$ cat config.mk
export PLATFORM = sky130hd
export DESIGN_NAME = fifo_fair_ownership_lock_unit
export DESIGN_NICKNAME = d
export VERILOG_FILES = /design/src/hdl/ffol_pkg.sv /design/src/hdl/ffol_ctrl.sv /design/src/hdl/ffol_dpath.sv /design/src/hdl/fifo_fair_ownership_lock_unit.sv
export SDC_FILE = /design/constraint.sdc
export NUM_CORES = 1
export LEC_CHECK = 0
export BUFFER_PORTS_ARGS = -buffer_cell sky130_fd_sc_hd__clkbuf_2
export CAP_MARGIN = 15
export CORE_MARGIN = 4
export CORE_UTILIZATION = 55
export CTS_BUF_LIST = sky130_fd_sc_hd__clkbuf_8 sky130_fd_sc_hd__clkbuf_16
export CTS_CLUSTER_DIAMETER = 100
export CTS_CLUSTER_SIZE = 24
export DETAILED_ROUTE_END_ITERATION = 10
export GPL_TIMING_DRIVEN = 0
export PLACE_DENSITY_LB_ADDON = 0.25
export SLEW_MARGIN = 5
export SYNTH_ARGS = -nofsm -noshare
export SYNTH_HDL_FRONTEND = slang
export SYNTH_HIERARCHICAL = 1
export SYNTH_SLANG_ARGS = --single-unit
$ cat constraint.sdc
create_clock -name aclk -period 3 [get_ports aclk]
set_clock_uncertainty 0.05 [all_clocks]
set_input_delay 0.15 -clock aclk [delete_from_list [all_inputs] [get_ports aclk]]
set_output_delay 0.15 -clock aclk [all_outputs]
set_load 0.01 [all_outputs]
$ cat src/hdl/ffol_pkg.sv
// ----------------------------------------------------------------------------
// ffol_pkg
// Shared types and codes for the first-come ownership lock: request modes,
// result codes, controller states and the command/status bundles.
// ----------------------------------------------------------------------------
`default_nettype none

package ffol_pkg;

    // request modes (the unused code is answered as a query)
    localparam logic [1:0] MODE_ACQUIRE = 2'd0;
    localparam logic [1:0] MODE_RELEASE = 2'd1;
    localparam logic [1:0] MODE_QUERY   = 2'd2;

    // result codes
    typedef enum logic [2:0] {
        RES_ACQUIRED = 3'd0,
        RES_PENDING  = 3'd1,
        RES_RELEASED = 3'd2,
        RES_FULL     = 3'd3,
        RES_QUERY    = 3'd4
    } result_t;

    // controller states
    typedef enum logic [2:0] {
        S_IDLE,
        S_EVAL,
        S_SCAN,
        S_COMMIT,
        S_FINISH
    } state_t;

    // commands from controller to datapath
    typedef struct packed {
        logic    load;
        logic    grant;
        logic    clear_owner;
        logic    scan_start;
        logic    scan_compact;
        logic    scan_drop_head;
        logic    scan_run;
        logic    commit_enqueue;
        logic    commit_compact;
        logic    commit_handoff;
        logic    finish;
        result_t result;
    } cmd_t;

    // status from datapath to controller
    typedef struct packed {
        logic [1:0] mode;
        logic       owner_free;
        logic       owner_match;
        logic       queue_empty;
        logic       queue_full;
        logic       scan_done;
        logic       found;
        logic       out_busy;
    } stat_t;

endpackage

`default_nettype wire

$ cat src/hdl/ffol_ctrl.sv
// ----------------------------------------------------------------------------
// ffol_ctrl
// Sequencer for the ownership lock: decodes a request, starts the queue walk
// when one is needed, commits its outcome and hands the result to the output.
// ----------------------------------------------------------------------------
`default_nettype none

module ffol_ctrl
    import ffol_pkg::*;
(
    input  wire logic  aclk,
    input  wire logic  aresetn,
    input  wire logic  s_tvalid,
    output logic       s_tready,
    input  wire stat_t stat,
    output cmd_t       cmd
);

    state_t  state_reg, state_next;
    result_t result_reg, result_next;

    // state and result code registers
    always_ff @(posedge aclk) begin
        if (!aresetn) begin
            state_reg  <= S_IDLE;
            result_reg <= RES_QUERY;
        end else begin
            state_reg  <= state_next;
            result_reg <= result_next;
        end
    end

    // next state and commands
    always_comb begin
        state_next  = state_reg;
        result_next = result_reg;
        cmd         = '0;
        cmd.result  = result_reg;
        s_tready    = 1'b0;

        unique case (state_reg)
            S_IDLE: begin
                s_tready = 1'b1;
                if (s_tvalid) begin
                    cmd.load   = 1'b1;
                    state_next = S_EVAL;
                end
            end

            S_EVAL: begin
                unique case (stat.mode)
                    MODE_ACQUIRE: begin
                        if (stat.owner_free && stat.queue_empty) begin
                            cmd.grant   = 1'b1;
                            result_next = RES_ACQUIRED;
                            state_next  = S_FINISH;
                        end else if (stat.owner_match) begin
                            result_next = RES_ACQUIRED;
                            state_next  = S_FINISH;
                        end else begin
                            // search the queue for the client
                            cmd.scan_start = 1'b1;
                            state_next     = S_SCAN;
                        end
                    end
                    MODE_RELEASE: begin
                        result_next = RES_RELEASED;
                        if (stat.owner_match && stat.queue_empty) begin
                            cmd.clear_owner = 1'b1;
                            state_next      = S_FINISH;
                        end else begin
                            // owner: pop the head; otherwise drop the client
                            cmd.scan_start     = 1'b1;
                            cmd.scan_compact   = 1'b1;
                            cmd.scan_drop_head = stat.owner_match;
                            state_next         = S_SCAN;
                        end
                    end
                    MODE_QUERY: begin
                        result_next = RES_QUERY;
                        state_next  = S_FINISH;
                    end
                    default: begin
                        result_next = RES_QUERY;
                        state_next  = S_FINISH;
                    end
                endcase
            end

            S_SCAN: begin
                cmd.scan_run = 1'b1;
                if (stat.scan_done) begin
                    state_next = S_COMMIT;
                end
            end

            S_COMMIT: begin
                state_next = S_FINISH;
                if (stat.mode == MODE_ACQUIRE) begin
                    if (stat.found) begin
                        result_next = RES_PENDING;
                    end else if (!stat.queue_full) begin
                        cmd.commit_enqueue = 1'b1;
                        result_next        = RES_PENDING;
                    end else begin
                        result_next = RES_FULL;
                    end
                end else begin
                    cmd.commit_compact = 1'b1;
                    cmd.commit_handoff = stat.owner_match;
                end
            end

            S_FINISH: begin
                if (!stat.out_busy) begin
                    cmd.finish = 1'b1;
                    state_next = S_IDLE;
                end
            end

            default: begin
                state_next = S_IDLE;
            end
        endcase
    end

endmodule

`default_nettype wire

$ cat src/hdl/ffol_dpath.sv
// ----------------------------------------------------------------------------
// ffol_dpath
// Datapath of the ownership lock: owner registers, the wait-queue memory with
// its walk pointers, and the output register.
// ----------------------------------------------------------------------------
`default_nettype none

module ffol_dpath
    import ffol_pkg::*;
#(
    parameter int QUEUE_DEPTH    = 16,
    parameter int CLIENT_ID_BITS = 8
) (
    input  wire logic                      aclk,
    input  wire logic                      aresetn,
    input  wire cmd_t                      cmd,
    output stat_t                          stat,
    input  wire logic [1:0]                in_mode,
    input  wire logic [CLIENT_ID_BITS-1:0] in_id,
    input  wire logic                      out_ready,
    output logic                           out_valid,
    output logic [2:0]                     out_status,
    output logic                           out_has_control,
    output logic                           out_handoff_valid,
    output logic [CLIENT_ID_BITS-1:0]      out_handoff_client
);

    localparam int CNTW = $clog2(QUEUE_DEPTH + 1);
    localparam int IDXW = (QUEUE_DEPTH > 1) ? $clog2(QUEUE_DEPTH) : 1;

    // wait-queue memory, oldest entry at index zero
    logic [CLIENT_ID_BITS-1:0] queue_mem [QUEUE_DEPTH];

    // request and lock state
    logic [1:0]                mode_reg;
    logic [CLIENT_ID_BITS-1:0] id_reg;
    logic                      owner_valid_reg;
    logic [CLIENT_ID_BITS-1:0] owner_id_reg;
    logic [CNTW-1:0]           count_reg;
    logic                      hv_reg;

    // walk state
    logic [CNTW-1:0]           rd_ptr_reg;
    logic [CNTW-1:0]           wr_ptr_reg;
    logic                      pend_valid_reg;
    logic [CNTW-1:0]           pend_idx_reg;
    logic [CLIENT_ID_BITS-1:0] rd_data_reg;
    logic                      found_reg;
    logic [CLIENT_ID_BITS-1:0] head_reg;
    logic                      compact_reg;
    logic                      drop_head_reg;

    // output register
    logic                      out_valid_reg;
    logic [2:0]                out_status_reg;
    logic                      out_has_reg;
    logic                      out_hv_reg;
    logic [CLIENT_ID_BITS-1:0] out_hc_reg;

    logic                      owner_match;
    logic                      rd_more;
    logic                      issue;
    logic                      match;
    logic                      keep_wr;
    logic                      wr_en;
    logic [IDXW-1:0]           wr_addr;
    logic [CLIENT_ID_BITS-1:0] wr_data;

    // walk control
    assign owner_match = owner_valid_reg && (owner_id_reg == id_reg);
    assign rd_more     = rd_ptr_reg < count_reg;
    assign issue       = cmd.scan_run && rd_more;
    assign match       = drop_head_reg ? (pend_idx_reg == '0) : (rd_data_reg == id_reg);
    assign keep_wr     = cmd.scan_run && pend_valid_reg && compact_reg && !match;

    // memory write: compaction during the walk, or an enqueue at commit
    assign wr_en   = keep_wr || cmd.commit_enqueue;
    assign wr_addr = keep_wr ? wr_ptr_reg[IDXW-1:0] : count_reg[IDXW-1:0];
    assign wr_data = keep_wr ? rd_data_reg : id_reg;

    always_ff @(posedge aclk) begin
        if (issue) begin
            rd_data_reg <= queue_mem[rd_ptr_reg[IDXW-1:0]];
        end
        if (wr_en) begin
            queue_mem[wr_addr] <= wr_data;
        end
    end

    // request capture, lock state and walk pointers
    always_ff @(posedge aclk) begin
        if (!aresetn) begin
            owner_valid_reg <= 1'b0;
            owner_id_reg    <= '0;
            count_reg       <= '0;
            pend_valid_reg  <= 1'b0;
            hv_reg          <= 1'b0;
        end else begin
            if (cmd.load) begin
                mode_reg <= in_mode;
                id_reg   <= in_id;
                hv_reg   <= 1'b0;
            end
            if (cmd.grant) begin
                owner_valid_reg <= 1'b1;
                owner_id_reg    <= id_reg;
            end
            if (cmd.clear_owner) begin
                owner_valid_reg <= 1'b0;
            end

            if (cmd.scan_start) begin
                rd_ptr_reg     <= '0;
                wr_ptr_reg     <= '0;
                pend_valid_reg <= 1'b0;
                found_reg      <= 1'b0;
                compact_reg    <= cmd.scan_compact;
                drop_head_reg  <= cmd.scan_drop_head;
            end else if (cmd.scan_run) begin
                pend_valid_reg <= issue;
                pend_idx_reg   <= rd_ptr_reg;
                if (issue) begin
                    rd_ptr_reg <= rd_ptr_reg + 1'b1;
                end
                if (pend_valid_reg) begin
                    if (match) begin
                        found_reg <= 1'b1;
                    end
                    if (pend_idx_reg == '0) begin
                        head_reg <= rd_data_reg;
                    end
                    if (keep_wr) begin
                        wr_ptr_reg <= wr_ptr_reg + 1'b1;
                    end
                end
            end

            if (cmd.commit_enqueue) begin
                count_reg <= count_reg + 1'b1;
            end
            if (cmd.commit_compact) begin
                count_reg <= wr_ptr_reg;
            end
            if (cmd.commit_handoff) begin
                owner_id_reg <= head_reg;
                hv_reg       <= 1'b1;
            end
        end
    end

    // output register, freed when the transaction is taken
    always_ff @(posedge aclk) begin
        if (!aresetn) begin
            out_valid_reg <= 1'b0;
        end else begin
            if (cmd.finish) begin
                out_valid_reg  <= 1'b1;
                out_status_reg <= cmd.result;
                out_has_reg    <= owner_match;
                out_hv_reg     <= hv_reg;
                out_hc_reg     <= hv_reg ? owner_id_reg : '0;
            end else if (out_ready) begin
                out_valid_reg <= 1'b0;
            end
        end
    end

    // status to the controller
    always_comb begin
        stat.mode        = mode_reg;
        stat.owner_free  = !owner_valid_reg;
        stat.owner_match = owner_match;
        stat.queue_empty = (count_reg == '0);
        stat.queue_full  = (count_reg == CNTW'(QUEUE_DEPTH));
        stat.scan_done   = !rd_more && !pend_valid_reg;
        stat.found       = found_reg;
        stat.out_busy    = out_valid_reg && !out_ready;
    end

    assign out_valid          = out_valid_reg;
    assign out_status         = out_status_reg;
    assign out_has_control    = out_has_reg;
    assign out_handoff_valid  = out_hv_reg;
    assign out_handoff_client = out_hc_reg;

endmodule

`default_nettype wire

$ cat src/hdl/fifo_fair_ownership_lock_unit.sv
// ----------------------------------------------------------------------------
// fifo_fair_ownership_lock_unit
// Ownership lock with a first-come wait queue, behind stream interfaces.
// ----------------------------------------------------------------------------
// Each request carries a mode (acquire, release, query) and a client id and
// yields exactly one result transaction. Requests that need no look at the
// wait queue (any query, a grant of a free lock, an acquire by the owner, a
// release by the owner with nobody waiting) go from decode straight to the
// finish state; requests that walk the queue pass through the scan and commit
// states, where the wait-queue memory is read one entry per cycle through its
// single registered read port and compacted in place through its write port.
// No request is accepted before the last result enters the output register,
// where it waits while the next request is accepted. The queue memory needs
// no clearing after reset: only entries below the fill count are ever read.
`default_nettype none

module fifo_fair_ownership_lock_unit
    import ffol_pkg::*;
#(
    parameter int QUEUE_DEPTH    = 16,
    parameter int CLIENT_ID_BITS = 8
) (
    input  wire logic                                   aclk,
    input  wire logic                                   aresetn,
    // s_tdata: mode[1:0], client_id, zero padding
    input  wire logic [((CLIENT_ID_BITS+9)/8)*8-1:0]    s_tdata,
    input  wire logic                                   s_tvalid,
    output logic                                        s_tready,
    // m_tdata: status[2:0], has_control, handoff_valid, handoff_client, zero padding
    output logic [((CLIENT_ID_BITS+12)/8)*8-1:0]        m_tdata,
    output logic                                        m_tvalid,
    input  wire logic                                   m_tready
);

    localparam int OUT_W = ((CLIENT_ID_BITS + 12) / 8) * 8;
    localparam int PAY_W = CLIENT_ID_BITS + 5;

    cmd_t                      cmd;
    stat_t                     stat;
    logic [2:0]                out_status;
    logic                      out_has_control;
    logic                      out_handoff_valid;
    logic [CLIENT_ID_BITS-1:0] out_handoff_client;

    // sequencer
    ffol_ctrl u_ctrl (
        .aclk     (aclk),
        .aresetn  (aresetn),
        .s_tvalid (s_tvalid),
        .s_tready (s_tready),
        .stat     (stat),
        .cmd      (cmd)
    );

    // lock state, queue memory and output register
    ffol_dpath #(
        .QUEUE_DEPTH    (QUEUE_DEPTH),
        .CLIENT_ID_BITS (CLIENT_ID_BITS)
    ) u_dpath (
        .aclk               (aclk),
        .aresetn            (aresetn),
        .cmd                (cmd),
        .stat               (stat),
        .in_mode            (s_tdata[1:0]),
        .in_id              (s_tdata[2 +: CLIENT_ID_BITS]),
        .out_ready          (m_tready),
        .out_valid          (m_tvalid),
        .out_status         (out_status),
        .out_has_control    (out_has_control),
        .out_handoff_valid  (out_handoff_valid),
        .out_handoff_client (out_handoff_client)
    );

    // result packing
    logic [PAY_W-1:0] payload;
    assign payload = {out_handoff_client, out_handoff_valid, out_has_control, out_status};
    assign m_tdata = OUT_W'(payload);

endmodule

`default_nettype wire

# Yosys cells after proc, flatten, opt, wreduce, memory -nomap -nowiden
# Memories as Yosys holds them, arrays and structs flattened. A register that Yosys moved wholly into a read port is not among the register bits.
# Index checks and enable logic that the tools add are counted.
# totals
register_bits	72
ramBits	128
inputBits	20
out_inout_bits	18
elab_cells	143
memories	1
# mem_list
memory	depth	width	read_ports	rd_ports_with_merged_regs	write_ports	line	rtl
u_dpath.queue_mem	16	8	1	1	1	ffol_dpath.sv:32	logic [CLIENT_ID_BITS-1:0] queue_mem [QUEUE_DEPTH];
# op_classes
add_sub_neg	3
magnitude_cmp	1
eq_ne	13
n_mux	57
n_bitwise	4
n_reduce_logical	43
# op_table
op	count
$mux 5	8
$mux 3	11
$mux 1	25
$mux 8	3
$reduce_bool 2->1	10
$pmux 3 s2	3
$eq 8x8->1	2
$add 5x1->5 const B	3
$pmux 3 s5	1
$reduce_and 3->1	4
$logic_not 5->1	2
$logic_and 1x1->1	9
$mux 2	4
$reduce_and 2->1	4
$reduce_and 4->1	2
$eq 3x2->1 const B	2
$ne 2x2->1 const B	3
$eq 5x5->1 const B	1
$logic_not 1->1	5
$lt 5x5->1	1
$reduce_and 5->1	1
$mux 4	1
$ne 4x2->1 const B	1
$not 1->1	4
other kinds (10)	11

# Depth between registers and ports, before layout
# Gate-level depths: netlist of run 1.
# logic_depth
depth_word	8
depth_mapped	10

# Hierarchy
# Netlist of run 1, hierarchy kept.
# by_module_without_submodules
mod	instances	cells_each	area_per_inst_um2	seq_area_each_um2
ffol_dpath	1	488	8287.9	5895.7
ffol_ctrl	1	54	427.9	120.1
fifo_fair_ownership_lock_unit	1	6	41.3	0.0

# Worst setup path before layout of run 1
# Ideal clock, no wire load.
# synth_path
kind	reg-to-reg
from	register u_dpath.count_reg[0]
to	register u_dpath.head_reg[0] (enable)
setup_ns	0.383
arrival_ns	2.398
required_time_ns	2.567
path_slack_ns	0.169
path_stages_with_launch	10
synth_period_minus_slack_ns	2.831
cell_sequence	dfxtp_1 -> inv_1 -> ha_1 -> nor4b_1 -> a21oi_1 -> o2111ai_1 -> inv_1 -> inv_1 -> nand2_1 -> nor3_1
# synth_rtl
element	line	rtl
start: declaration	ffol_dpath.sv:39	logic [CNTW-1:0] count_reg;
start signal: assignment	ffol_dpath.sv:139	count_reg <= count_reg + 1'b1;
start signal: assignment	ffol_dpath.sv:142	count_reg <= wr_ptr_reg;
end signal: assignment	ffol_dpath.sv:130	head_reg <= rd_data_reg;
end: declaration	ffol_dpath.sv:49	logic [CLIENT_ID_BITS-1:0] head_reg;

# Worst setup path in the final report of run 1
# layout_path
from	register u_dpath.id_reg[6]
to	memory u_dpath.queue_mem[3][4] (enable)
# layout_between
elab_chain_len	7
elab_cells_between_ends	8
# layout_lines
element	line	rtl
start: declaration	ffol_dpath.sv:36	logic [CLIENT_ID_BITS-1:0] id_reg;
start signal: assignment	ffol_dpath.sv:101	id_reg <= in_id;
$eq 8x8->1 (*)	ffol_dpath.sv:73	assign match = drop_head_reg ? (pend_idx_reg == '0) : (rd_data_reg == id_reg);
$mux 1 (*)	ffol_dpath.sv:73	
$logic_not 1->1 (*)	ffol_dpath.sv:74	assign keep_wr = cmd.scan_run && pend_valid_reg && compact_reg && !match;
$logic_and 1x1->1 (*)	ffol_dpath.sv:74	
$logic_or 1x1->1	ffol_dpath.sv:77	assign wr_en = keep_wr || cmd.commit_enqueue;
$mux 1	ffol_dpath.sv:85	if (wr_en) begin
$mux 1 (implied by the code)	ffol_dpath.sv:86	queue_mem[wr_addr] <= wr_data;
end: declaration	ffol_dpath.sv:32	
# Mark *: on every way between the ends. The rest lies on a longest branch, timed or not.

==> results by group, run 1 <==
Setup path
  • Biggest cell delay along the critical path: 0.61 ns
  • CP max stage cell: o22ai_2
  • Cell count along the critical path: 6
  • Crit path launch type: flop
  • Worst-path cell chain: xor2_1 -> nor4_1 -> a311o_2 -> buf_4 -> nand4_1 -> o22ai_2
  • WP buf/inv: 1
  • CP endpoint kind: flop
  • WP data arrival: 3.18 ns
  • WS Path Type: flop to flop
  • Max FO, Critical Path: 10
  • Family with the most delay on the worst path: compound AO/OA/AOI/OAI gates
  • Worst Path Required: 3.05 ns
  • R2R depth: 6

CTS
  • TritonCTS Sinks: 208
  • H-tree depth: 1
  • CTS buffer count: 12
  • Skew-Pair Late Insertion Delay: 0.46 ns
  • CTS tree: yes
  • Clk buf depth: 3
  • CTS clk-pin slew, worst paths: 0.09 ns
  • Root buffer cell: clkbuf_16

Synth
  • Yosys cell types: 56
  • Ys flop type: edfxtp_1
  • FFs w/ async S/R, synth: 0%
  • Post-synth EDFFs: 185
  • Mapped Cells: 548
  • Seq/Total Area, Yosys: 68.70%
  • Mean Syn Cell Area: 15.98 µm²
  • Syn. warnings: 6
  • Area of the mapped netlist: 0.008757 mm²
  • Synthesis-stage register bit count: 208

Placed design
  • Placed Instances: 789
  • DP HPWL: 11,630 µm
  • Post-Place Setup Slack: -0.6278 ns
  • GP Congestion: 0.8433
  • Area after DPL: 0.009169 mm²
  • Port-buffer cells: 28

GRT
  • Initial antenna violation count: 0
  • Gr ovfl total: 0
  • GR peak layer: met2
  • First-pass GRT wire length: 27,070 µm
  • GRT met3 Usage: 2.288%
  • Largest net degree at the start of global routing: 26
  • GRT Total Usage: 19.79%
  • Met1 GRT Util: 27.11%
  • Vias in the first global route: 4,830
  • GR Util met2: 33.91%

Floorplanning
  • Core Rows: 45
  • Chip height: 134.2 µm
  • IO Count: 38
  • Starting Density: 56.76%
  • Core area: 0.01543 mm²
  • Horiz. Die Dim: 134.2 µm
  • Die area: 0.01800 mm²

Timing
  • PnR worst setup slack: -0.1324 ns
  • Min Tclk post-route: 3.132 ns
  • Slew HR: 43.51%
  • Setup Viol. Count Final: 56
  • Slew Limit Fails: 0
  • Final Hold Vio Count: 0
  • Worst Tran Pin Value: 0.8474 ns
  • FMAX: 319.2 MHz
  • Final period util: 104.4%
  • RSZ-0062 raised after global routing: true

Power and ir drop
  • Power Total: 5.006 mW
  • Leak pwr: 3.235 nW
  • Cell Pwr Density: 502.2 mW/mm²
  • Worst VDD drop: 392.8 µV

Final layout
  • Area Growth Syn to Fin: 13.83%
  • Final Util: 64.61%
  • Top reg by flops: u_dpath/queue_mem
  • Finished Layout Cells: 829
  • Final Instance Area: 0.009968 mm²
  • Diodes inserted: 0
  • NumNets Final: 640
  • Fill cells: 1,101
  • Share of layout cells above drive strength 1: 22.33%
  • Max reg flops: 128

Hold path
  • Hold Crit Depth: 2
  • Worst Hold Class: primary input to flop

Drt
  • DR iter-0 viols: 369
  • Drt pass-1 iters: 4
  • DR DRC count: 0
  • DR vias: 4,891
  • Post-route ant nets: 0
  • Routed WL: 17,650 µm
  • Wire per inst: 21.29 µm
  • Routed vias/inst: 5.900

Job
  • Max Cap Viol: 0

Outcome
  • Failing checks: negative setup slack
  • Outcome: finished with violations
==> cell usage in the layout, fill, tap and decap left out, drive strengths merged, types with 7 or more instances in the layout <==
cell type    instances
a21oi               11
nand4                8
dlygate4sd3         13
a211oi               8
mux2                 8
nor2b               14
inv                 21
o21ai               16
nor2                18
dfxtp               23
edfxtp             185
mux4                32
xnor2               13
buf                 23
xor2                13
nand3                7
ha                   8
nand2               27
mux2i               18
clkbuf              57
o22ai               16
and2                27
==> Yosys cell counts (4+ instances only) <==
cell / number / area (µm²)
o22ai_1: 16 / 100.1
mux2i_1: 18 / 180.2
o21ai_0: 15 / 75.07
nor3_1: 4 / 20.02
a21oi_1: 11 / 55.05
nor2_1: 18 / 67.56
a211oi_1: 8 / 60.06
xor2_1: 13 / 113.9
mux2_2: 8 / 90.09
dfxtp_1: 23 / 460.4
nand4_1: 8 / 50.05
nand2_1: 27 / 101.4
nand3_1: 7 / 35.03
clkbuf_1: 16 / 60.06
and2_1: 27 / 168.9
buf_2: 5 / 25.02
nor2b_1: 14 / 87.58
edfxtp_1: 185 / 5555
buf_4: 9 / 67.56
inv_1: 14 / 52.55
xnor2_1: 13 / 113.9
mux4_2: 32 / 720.7
ha_1: 8 / 100.1
==> cells by family after synthesis <==
group,share of synthesized area [%]
flops,68.70
xor+xnor,2.600
mux,11.32
fa+ha+maj,1.143
simple gates,8.273
compound gates,5.415
buf+inv,2.515
other cells,0.04282
==> worst paths after layout <==
check / slack, ns / to / from
min reg2reg: 0.39 / u_dpath/out_status[0]$_DFFE_PP_ / u_ctrl/result_reg[0]$_SDFFE_PN0P_
min: 0.36 / u_dpath/id_reg[4]$_DFFE_PP_ / s_tdata[6]
max: -0.13 / u_dpath/queue_mem[3][4]$_DFFE_PP_ / u_dpath/id_reg[6]$_DFFE_PP_
max reg2reg: -0.13 / u_dpath/queue_mem[3][4]$_DFFE_PP_ / u_dpath/id_reg[6]$_DFFE_PP_
==> routing by layer <==
layer,vias up,share of wire [%]
li1,2223,-
met1,2461,40
met2,168,51
met3,39,6.0
met4,0,3.2
met5,-,0
==> final cells by class <==
| type | instances | area [µm²] | area share, % |
|---|---|---|---|
| sequential | 208 | 6016 | 60.35 |
| tap | 211 | 264.0 | 2.648 |
| buffer | 32 | 168.9 | 1.694 |
| inverter | 14 | 52.55 | 0.5272 |
| timing repair buffer | 48 | 372.9 | 3.740 |
| clock buffer | 13 | 325.3 | 3.263 |
| multi-input combinational | 296 | 2738 | 27.46 |
| clock inverter | 7 | 31.28 | 0.3138 |
==> worst reg2reg max path, delay by kind of cell, from the launching register on <==
family / cells / cell delay, ns
compound gates: 2 / 0.99
simple gates: 2 / 0.79
flops: 1 / 0.50
buf+inv: 1 / 0.23
xor+xnor: 1 / 0.21
==> metrics by stage <==
step                      setup TNS [ns]  hold WS, ns
after floorplan                        0       0.1784
after global placement            -34.20       0.2775
final                             -2.713       0.3605
after detailed placement          -41.11       0.2798
after global routing              -8.813       0.3532
after CTS                         -8.346       0.3449
==> report_power, final <==
part           switching [mW]  internal, mW  leakage [nW]
registers              0.0207          3.16          1.85
logic                   0.104        0.0725          1.19
clock network           0.861         0.792         0.197
total                   0.986          4.02          3.24
==> repair_timing <==
| action | 4_1_cts | 5_1_grt |
|---|---|---|
| setup endpoints to repair | 153 | 153 |
| hold endpoints to repair | 14 | 0 |
| pin swaps | 0 | 8 |
| hold buffers | 13 | 0 |
| buffers inserted | 0 | 7 |
| resized for setup | 20 | 16 |
Note: power is estimated with default switching activity, not from simulation.
==> run 2, diff against run 1 <==
--- a/config.mk
+++ b/config.mk
@@ -20,3 +20,2 @@
 export SYNTH_HDL_FRONTEND = slang
-export SYNTH_HIERARCHICAL = 1
 export SYNTH_SLANG_ARGS = --single-unit
==> constraint.sdc (replaced) <==
create_clock -name aclk -period 3 [get_ports aclk]
set_clock_uncertainty 0.05 [all_clocks]
set_input_delay 0.45 -clock aclk [delete_from_list [all_inputs] [get_ports aclk]]
set_output_delay 0.45 -clock aclk [all_outputs]
set_load 0.01 [all_outputs]
==> run 2 against run 1 <==
  * The flow now finishes without violations
  * Critical path depth unchanged
  * Die area about the same
  * Final cell count decreased by 1.2%
  * Clock power about the same
  * Sequential power about the same
  * Setup slack improved by 0.20 ns
  * Global-route usage decreased by 0.18 points
  * Via count increased by 1.0%
  * Core utilization decreased by 1.6 points
  * Fmax increased by 6.7%
  * Worst hold slack got worse by 0.24 ns
  * Largest cell class unchanged
  * Largest power group unchanged
==> results by group, run 2 <==
Placed design
  • Port-buffer cells: 28 (unchanged)
  • GP Congestion: 0.8797 (+4.3%)
  • DP HPWL: 12,150 µm (+4.5%)

Timing
  • Slew Limit Fails: 0 (unchanged)
  • Worst Tran Pin Value: 1.087 ns (+0.2399 ns)
  • RSZ-0062 raised after global routing: true
  • Setup Viol. Count Final: 0 (-100%)
  • Final period util: 97.85% (-6.6 points)
  • Final Hold Vio Count: 0 (unchanged)
  • Min Tclk post-route: 2.935 ns (-0.1969 ns)
  • FMAX: 340.7 MHz (+6.7%)
  • Slew HR: 27.52% (-16 points)
  • Fin Hold WS: 0.1190 ns (-0.2415 ns)

Setup path
  • CP endpoint kind: flop
  • WS Path Type: flop to flop
  • R2R Path Start: u_dpath.id_reg[5]$_DFFE_PP_
  • Worst setup path startpoint: u_dpath.id_reg[5]$_DFFE_PP_
  • Reg2reg end: u_dpath.queue_mem[4][6]$_DFFE_PP_
  • Max FO, Critical Path: 10 (unchanged)
  • WP data arrival: 2.97 ns (-0.21 ns)
  • Crit path launch type: flop
  • Worst Path Required: 3.04 ns (about the same)
  • FF-to-FF setup slack: 0.06 ns (+0.20 ns)
  • R2R depth: 6 (unchanged)

CTS
  • # resized after CTS: 2 (-90%)
  • Skew-Pair Late Insertion Delay: 0.46 ns (about the same)
  • H-tree depth: 1 (unchanged)
  • CTS tree: yes
  • TritonCTS Sinks: 208 (unchanged)
  • CTS buffer count: 12 (unchanged)
  • Post-CTS Hold Fix Bufs: 0 (-13)
  • Clk buf depth: 3 (unchanged)
  • CTS clk-pin slew, worst paths: 0.09 ns (about the same)
  • Root buffer cell: clkbuf_16
  • Setup bufs post-CTS: 0 (unchanged)

Synth
  • Mapped Cells: 557 (+1.6%)
  • Seq/Total Area, Yosys: 68.72% (about the same)
  • Syn. warnings: 0 (-6)
  • Synthesis-stage register bit count: 208 (unchanged)
  • Post-synth top area cell: edfxtp_1
  • Ranking of synthesized cells by area: edfxtp_1 (63%), mux4_2 (8.2%), dfxtp_1 (5.3%)
  • Top cells by count, synth: edfxtp_1 (185), mux4_2 (32), nor2_1 (27)
  • FFs w/ async S/R, synth: 0% (unchanged)
  • Synth top area share: 63.46% (about the same)
  • Most numerous cell in the Yosys netlist: edfxtp_1
  • Ys flop type: edfxtp_1
  • Yosys cell types: 54 (-3.6%)
  • Post-synth EDFFs: 185 (unchanged)
  • Area of the mapped netlist: 0.008755 mm² (about the same)
  • Mean Syn Cell Area: 15.72 µm² (-1.6%)

Power and ir drop
  • Worst VDD drop: 393.3 µV (+0.13%)
  • Leak pwr: 3.188 nW (-1.5%)
  • Cell Pwr Density: 516.3 mW/mm² (+2.8%)
  • Power Total: 4.997 mW (-0.17%)

Hold path
  • Hold Crit Depth: 1 (-1)
  • Hold Path Origin: s_tdata[0]
  • Worst Hold Class: primary input to flop
  • WHS Endpoint: u_dpath.mode_reg[0]$_DFFE_PP_

Outcome
  • Outcome: complete, no violations

Drt
  • Routed WL: 17,400 µm (-1.4%)
  • Met3 routed WL: 982 µm (-7.6%)
  • Wire per inst: 21.25 µm (-0.18%)
  • Met2 WL: 8865 µm (-0.98%)
  • M1 WL: 7131 µm (+0.86%)
  • DR iter-0 viols: 372 (+0.81%)
  • Drt pass-1 iters: 7 (+3)
  • DR vias: 4,941 (+1.0%)
  • DR DRC count: 0 (unchanged)
  • Post-route ant nets: 0 (unchanged)
  • Routed vias/inst: 6.033 (+2.3%)
  • Highest routed layer: met4

Floorplanning
  • Core Rows: 45 (unchanged)
  • Chip height: 134.2 µm (about the same)
  • IO Count: 38 (unchanged)
  • Die area: 0.01800 mm² (about the same)
  • Starting Density: 56.96% (+0.19 points)
  • Horiz. Die Dim: 134.2 µm (about the same)
  • Core area: 0.01537 mm² (-0.36%)

GRT
  • GRT Total Usage: 19.60% (-0.18 points)
  • Gr ovfl total: 0 (unchanged)
  • First-pass GRT wire length: 27,190 µm (+0.46%)
  • Vias in the first global route: 4,956 (+2.6%)
  • Initial antenna violation count: 0 (unchanged)
  • Largest net degree at the start of global routing: 26 (unchanged)

Final layout
  • Max reg flops: 128 (unchanged)
  • Top reg by flops: u_dpath.queue_mem
  • Share of layout cells above drive strength 1: 21.38% (-0.95 points)
  • Area Growth Syn to Fin: 10.56%
  • NumNets Final: 634 (-0.94%)
  • Most common cell after layout, fill and taps aside: edfxtp_1
  • Commonest cells after routing, fill and taps aside: edfxtp_1 (185), mux4_2 (32), clkbuf_2 (29)
  • Diodes inserted: 0 (unchanged)
  • Fill cells: 1,112 (+1.0%)

Job
  • Max Cap Viol: 0 (unchanged)
[run 2: cell count changes in the layout (fill, tap and decap cells not counted), moves of 8 or more]
cell	previous run	this run
and2_1	27	14
dlygate4sd3_1	13	0
nor2_1	17	27
o22ai_4	9	0
mux2i_1	18	10
[run 2: through the flow]
stage                     setup slack, ns  util, %  TNS (ns)  cell area [µm²]  instances
after CTS                         0.02831    62.53         0             9612        819
after floorplan                    0.4429        -         0             8762        559
after detailed placement          -0.2324    60.27    -1.162             9264        803
after global placement            -0.4477    59.63    -22.33             9166        798
final                             0.06451    62.97         0             9679        819
after global routing              -0.1146    62.97    -2.646             9679        819
[run 2: final cells by class]
class / instances / area (µm²) / share of cell area, %
Inverter: 11 / 41.29 / 0.4266
Multi-Input combinational cell: 305 / 2675 / 27.64
Buffer: 34 / 156.4 / 1.616
Sequential cell: 208 / 6016 / 62.15
Tap cell: 211 / 264.0 / 2.728
Clock buffer: 13 / 325.3 / 3.361
Clock inverter: 3 / 16.27 / 0.1680
Timing Repair Buffer: 34 / 185.2 / 1.913
[run 2: metal layers]
| layer | vias up | global-route usage (%) |
|---|---|---|
| li1 | 2249 | - |
| met1 | 2485 | 26.57 |
| met2 | 175 | 34.25 |
| met3 | 32 | 2.401 |
| met4 | 0 | 4.695 |
| met5 | - | 0 |
[run 2: logic make-up after synthesis]
kind of cell	synth area share (%)
flops	68.72
compound gates	6.060
simple gates	8.547
xor+xnor	2.501
fa+ha+maj	1.143
other cells	0.04283
mux	10.70
buf+inv	2.287
[run 2: worst max-delay path by stage]
stage                                         endpoint  slack, ns  cells past startpoint
floorplan            u_dpath.pend_idx_reg[0]$_DFFE_PP_       0.44                      8
global placement    u_dpath.queue_mem[15][7]$_DFFE_PP_      -0.45                      6
detailed placement   u_dpath.pend_idx_reg[0]$_DFFE_PP_      -0.23                      7
CTS                  u_dpath.queue_mem[9][3]$_DFFE_PP_       0.03                      6
global route        u_dpath.queue_mem[11][0]$_DFFE_PP_      -0.11                      6
finish               u_dpath.queue_mem[4][6]$_DFFE_PP_       0.06                      6
[run 2: worst max-delay path, stage by stage, from the launching register on]
cell and delay, ns:
edfxtp_1 0.50, xor2_1 0.20, nor4_1 0.07, a31oi_1 0.42
nand2_1 0.12, clkbuf_1 0.34, o32ai_2 0.87
[run 2: power breakdown]
| part | internal (mW) | switching [mW] |
|---|---|---|
| sequential | 3.16 | 0.0232 |
| combinational | 0.0638 | 0.112 |
| clock | 0.785 | 0.853 |
==> run 3, diff against run 2 <==
Clock period 3 ns to 3.5 ns, I/O delays scaled along.
==> run 3 against run 2 <==
  * Worst hold slack improved by 0.073 ns
  * Fmax decreased by 3.8%
  * Sequential cell count unchanged
  * Setup slack improved by 0.38 ns
  * Final cell count increased by 0.12%
  * Critical path type unchanged
  * Critical endpoint is now u_dpath.rd_ptr_reg[4]$_SDFFCE_PP0P_
  * Highest routed layer unchanged
==> results by group, run 3 (same netlist as run 2, synthesis figures left out) <==
Floorplanning
  • Starting Density: 56.96% (unchanged)
  • Core area: 0.01537 mm² (unchanged)
  • Core Rows: 45 (unchanged)
  • Horiz. Die Dim: 134.2 µm (unchanged)
  • Die area: 0.01800 mm² (unchanged)
  • IO Count: 38 (unchanged)
  • Chip height: 134.2 µm (unchanged)

Timing
  • Min Tclk post-route: 3.052 ns (+0.1169 ns)
  • Setup TNS: 0 ns (unchanged)
  • Setup Viol. Count Final: 0 (unchanged)
  • Worst Tran Pin Value: 1.121 ns (+0.03342 ns)
  • RSZ-0062 raised after global routing: false
  • Final period util: 87.21% (-11 points)
  • Slew Limit Fails: 0 (unchanged)
  • Slew HR: 25.29% (-2.2 points)
  • Final Hold Vio Count: 0 (unchanged)
  • FMAX: 327.6 MHz (-3.8%)

CTS
  • Setup bufs post-CTS: 0 (unchanged)
  • Root buffer cell: clkbuf_16
  • # resized after CTS: 0 (-2)
  • Post-CTS Hold Fix Bufs: 0 (unchanged)
  • TritonCTS Sinks: 208 (unchanged)
  • CTS tree: yes
  • H-tree depth: 1 (unchanged)
  • Skew-Pair Late Insertion Delay: 0.46 ns (about the same)
  • CTS clk-pin slew, worst paths: 0.09 ns (about the same)
  • CTS buffer count: 12 (unchanged)
  • Clk buf depth: 3 (unchanged)

Outcome
  • Outcome: complete, no violations

Drt
  • DR DRC count: 0 (unchanged)
  • DR iter-0 viols: 349 (-6.2%)
  • Drt pass-1 iters: 5 (-2)
  • Wire per inst: 21.15 µm (-0.49%)
  • Routed vias/inst: 5.987 (-0.77%)
  • DR vias: 4,909 (-0.65%)
  • Post-route ant nets: 0 (unchanged)
  • Routed WL: 17,340 µm (-0.37%)

Placed design
  • DP HPWL: 12,150 µm (unchanged)
  • GP Congestion: 0.8797 (unchanged)
  • Port-buffer cells: 28 (unchanged)
  • Placed Instances: 803 (unchanged)
  • Area after DPL: 0.009264 mm² (unchanged)

Setup path
  • Cell mode on critical path: clkbuf_1
  • Worst-path cell chain: inv_1 -> ha_1 -> or4b_1 -> clkbuf_1 -> nand2_1 -> a211oi_1 -> clkbuf_1 -> o21a_1
  • CP max stage cell: clkbuf_1
  • Biggest cell delay along the critical path: 0.49 ns (-0.38 ns)
  • Worst Path Required: 3.60 ns (+0.56 ns)
  • Max FO, Critical Path: 10 (unchanged)
  • Crit path launch type: flop
  • WP data arrival: 3.15 ns (+0.18 ns)
  • WS Path Type: flop to flop
  • CP endpoint kind: flop

GRT
  • Largest net degree at the start of global routing: 26 (unchanged)
  • GRT Total Usage: 19.60% (unchanged)
  • Initial antenna violation count: 0 (unchanged)
  • First-pass GRT wire length: 27,190 µm (unchanged)
  • Gr ovfl total: 0 (unchanged)
  • Vias in the first global route: 4,956 (unchanged)

Final layout
  • Commonest cells after routing, fill and taps aside: edfxtp_1 (185), mux4_2 (32), clkbuf_2 (28)
  • Share of layout cells above drive strength 1: 19.54% (-1.8 points)
  • Fill cells: 1,127 (+1.3%)
  • Diodes inserted: 0 (unchanged)
  • Final Instance Area: 0.009618 mm² (-0.63%)
  • Top reg by flops: u_dpath.queue_mem
  • Most common cell after layout, fill and taps aside: edfxtp_1
  • Area Growth Syn to Fin: 9.861%
  • Max reg flops: 128 (unchanged)
  • Finished Layout Cells: 820 (+0.12%)
  • NumNets Final: 635 (+0.16%)

Power and ir drop
  • Cell Pwr Density: 445.6 mW/mm² (-14%)
  • Power Total: 4.286 mW (-14%)
  • Worst VDD drop: 340.6 µV (-13%)
  • Leak pwr: 3.176 nW (-0.38%)

Job
  • Max Cap Viol: 0 (unchanged)

Hold path
  • Worst Hold Class: primary input to flop
## run 3: changes by cell type in the layout (fill, tap and decap cells not counted), sizes merged
cell / before / now
clkbuf: 63 / 64
## run 3: area by class of cell
class                           instances  area, µm²  share of cell area, %
Buffer                                 35      158.9                  1.652
Inverter                               11      41.29                 0.4293
Timing Repair Buffer                   34      185.2                  1.925
Multi-Input combinational cell        305       2611                  27.15
Sequential cell                       208       6016                  62.55
Clock buffer                           13      325.3                  3.382
Tap cell                              211      264.0                  2.745
Clock inverter                          3      16.27                 0.1691
## run 3: critical path, delay by kind of cell (launching register included)
family | cells | cell delay [ns]
buf+inv | 3 | 0.97
compound gates | 2 | 0.73
flops | 1 | 0.45
simple gates | 2 | 0.32
fa+ha+maj | 1 | 0.23
## run 3: metal layers
metal  up-vias  track usage, %  share of wire (%)
li1       2248               -                  -
met1      2472           26.57                 42
met2       162           34.25                 51
met3        27           2.401                4.7
met4         0           4.695                2.1
met5         -               0                  0
## run 3: metrics by stage
| stage | setup slack, ns | utilization [%] | hold WS, ns |
|---|---|---|---|
| floorplan | 0.9429 | - | 0.3582 |
| global placement | 0.05233 | 59.63 | 0.3688 |
| detailed placement | 0.2676 | 60.27 | 0.3814 |
| CTS | 0.2604 | 62.49 | 0.1854 |
| global route | 0.2110 | 62.57 | 0.1806 |
| finish | 0.4476 | 62.57 | 0.1924 |
## run 3: final timing paths
| kind | slack, ns | depth (start not counted) | to | startpoint |
|---|---|---|---|---|
| min reg2reg | 0.40 | 0 | u_dpath.out_status[0]$_DFFE_PP_ | u_ctrl.result_reg[0]$_SDFFE_PN0P_ |
| min | 0.19 | 1 | u_dpath.mode_reg[0]$_DFFE_PP_ | s_tdata[0] |
| max | 0.45 | 8 | u_dpath.rd_ptr_reg[4]$_SDFFCE_PP0P_ | u_dpath.count_reg[0]$_SDFFE_PN0P_ |
| max reg2reg | 0.45 | 8 | u_dpath.rd_ptr_reg[4]$_SDFFCE_PP0P_ | u_dpath.count_reg[0]$_SDFFE_PN0P_ |
## run 3: power by group
group	switching, mW	total, mW	internal [mW]	leakage (nW)
Combinational	0.0949	0.149	0.0544	1.15
Sequential	0.0198	2.73	2.71	1.85
Clock	0.734	1.41	0.673	0.175
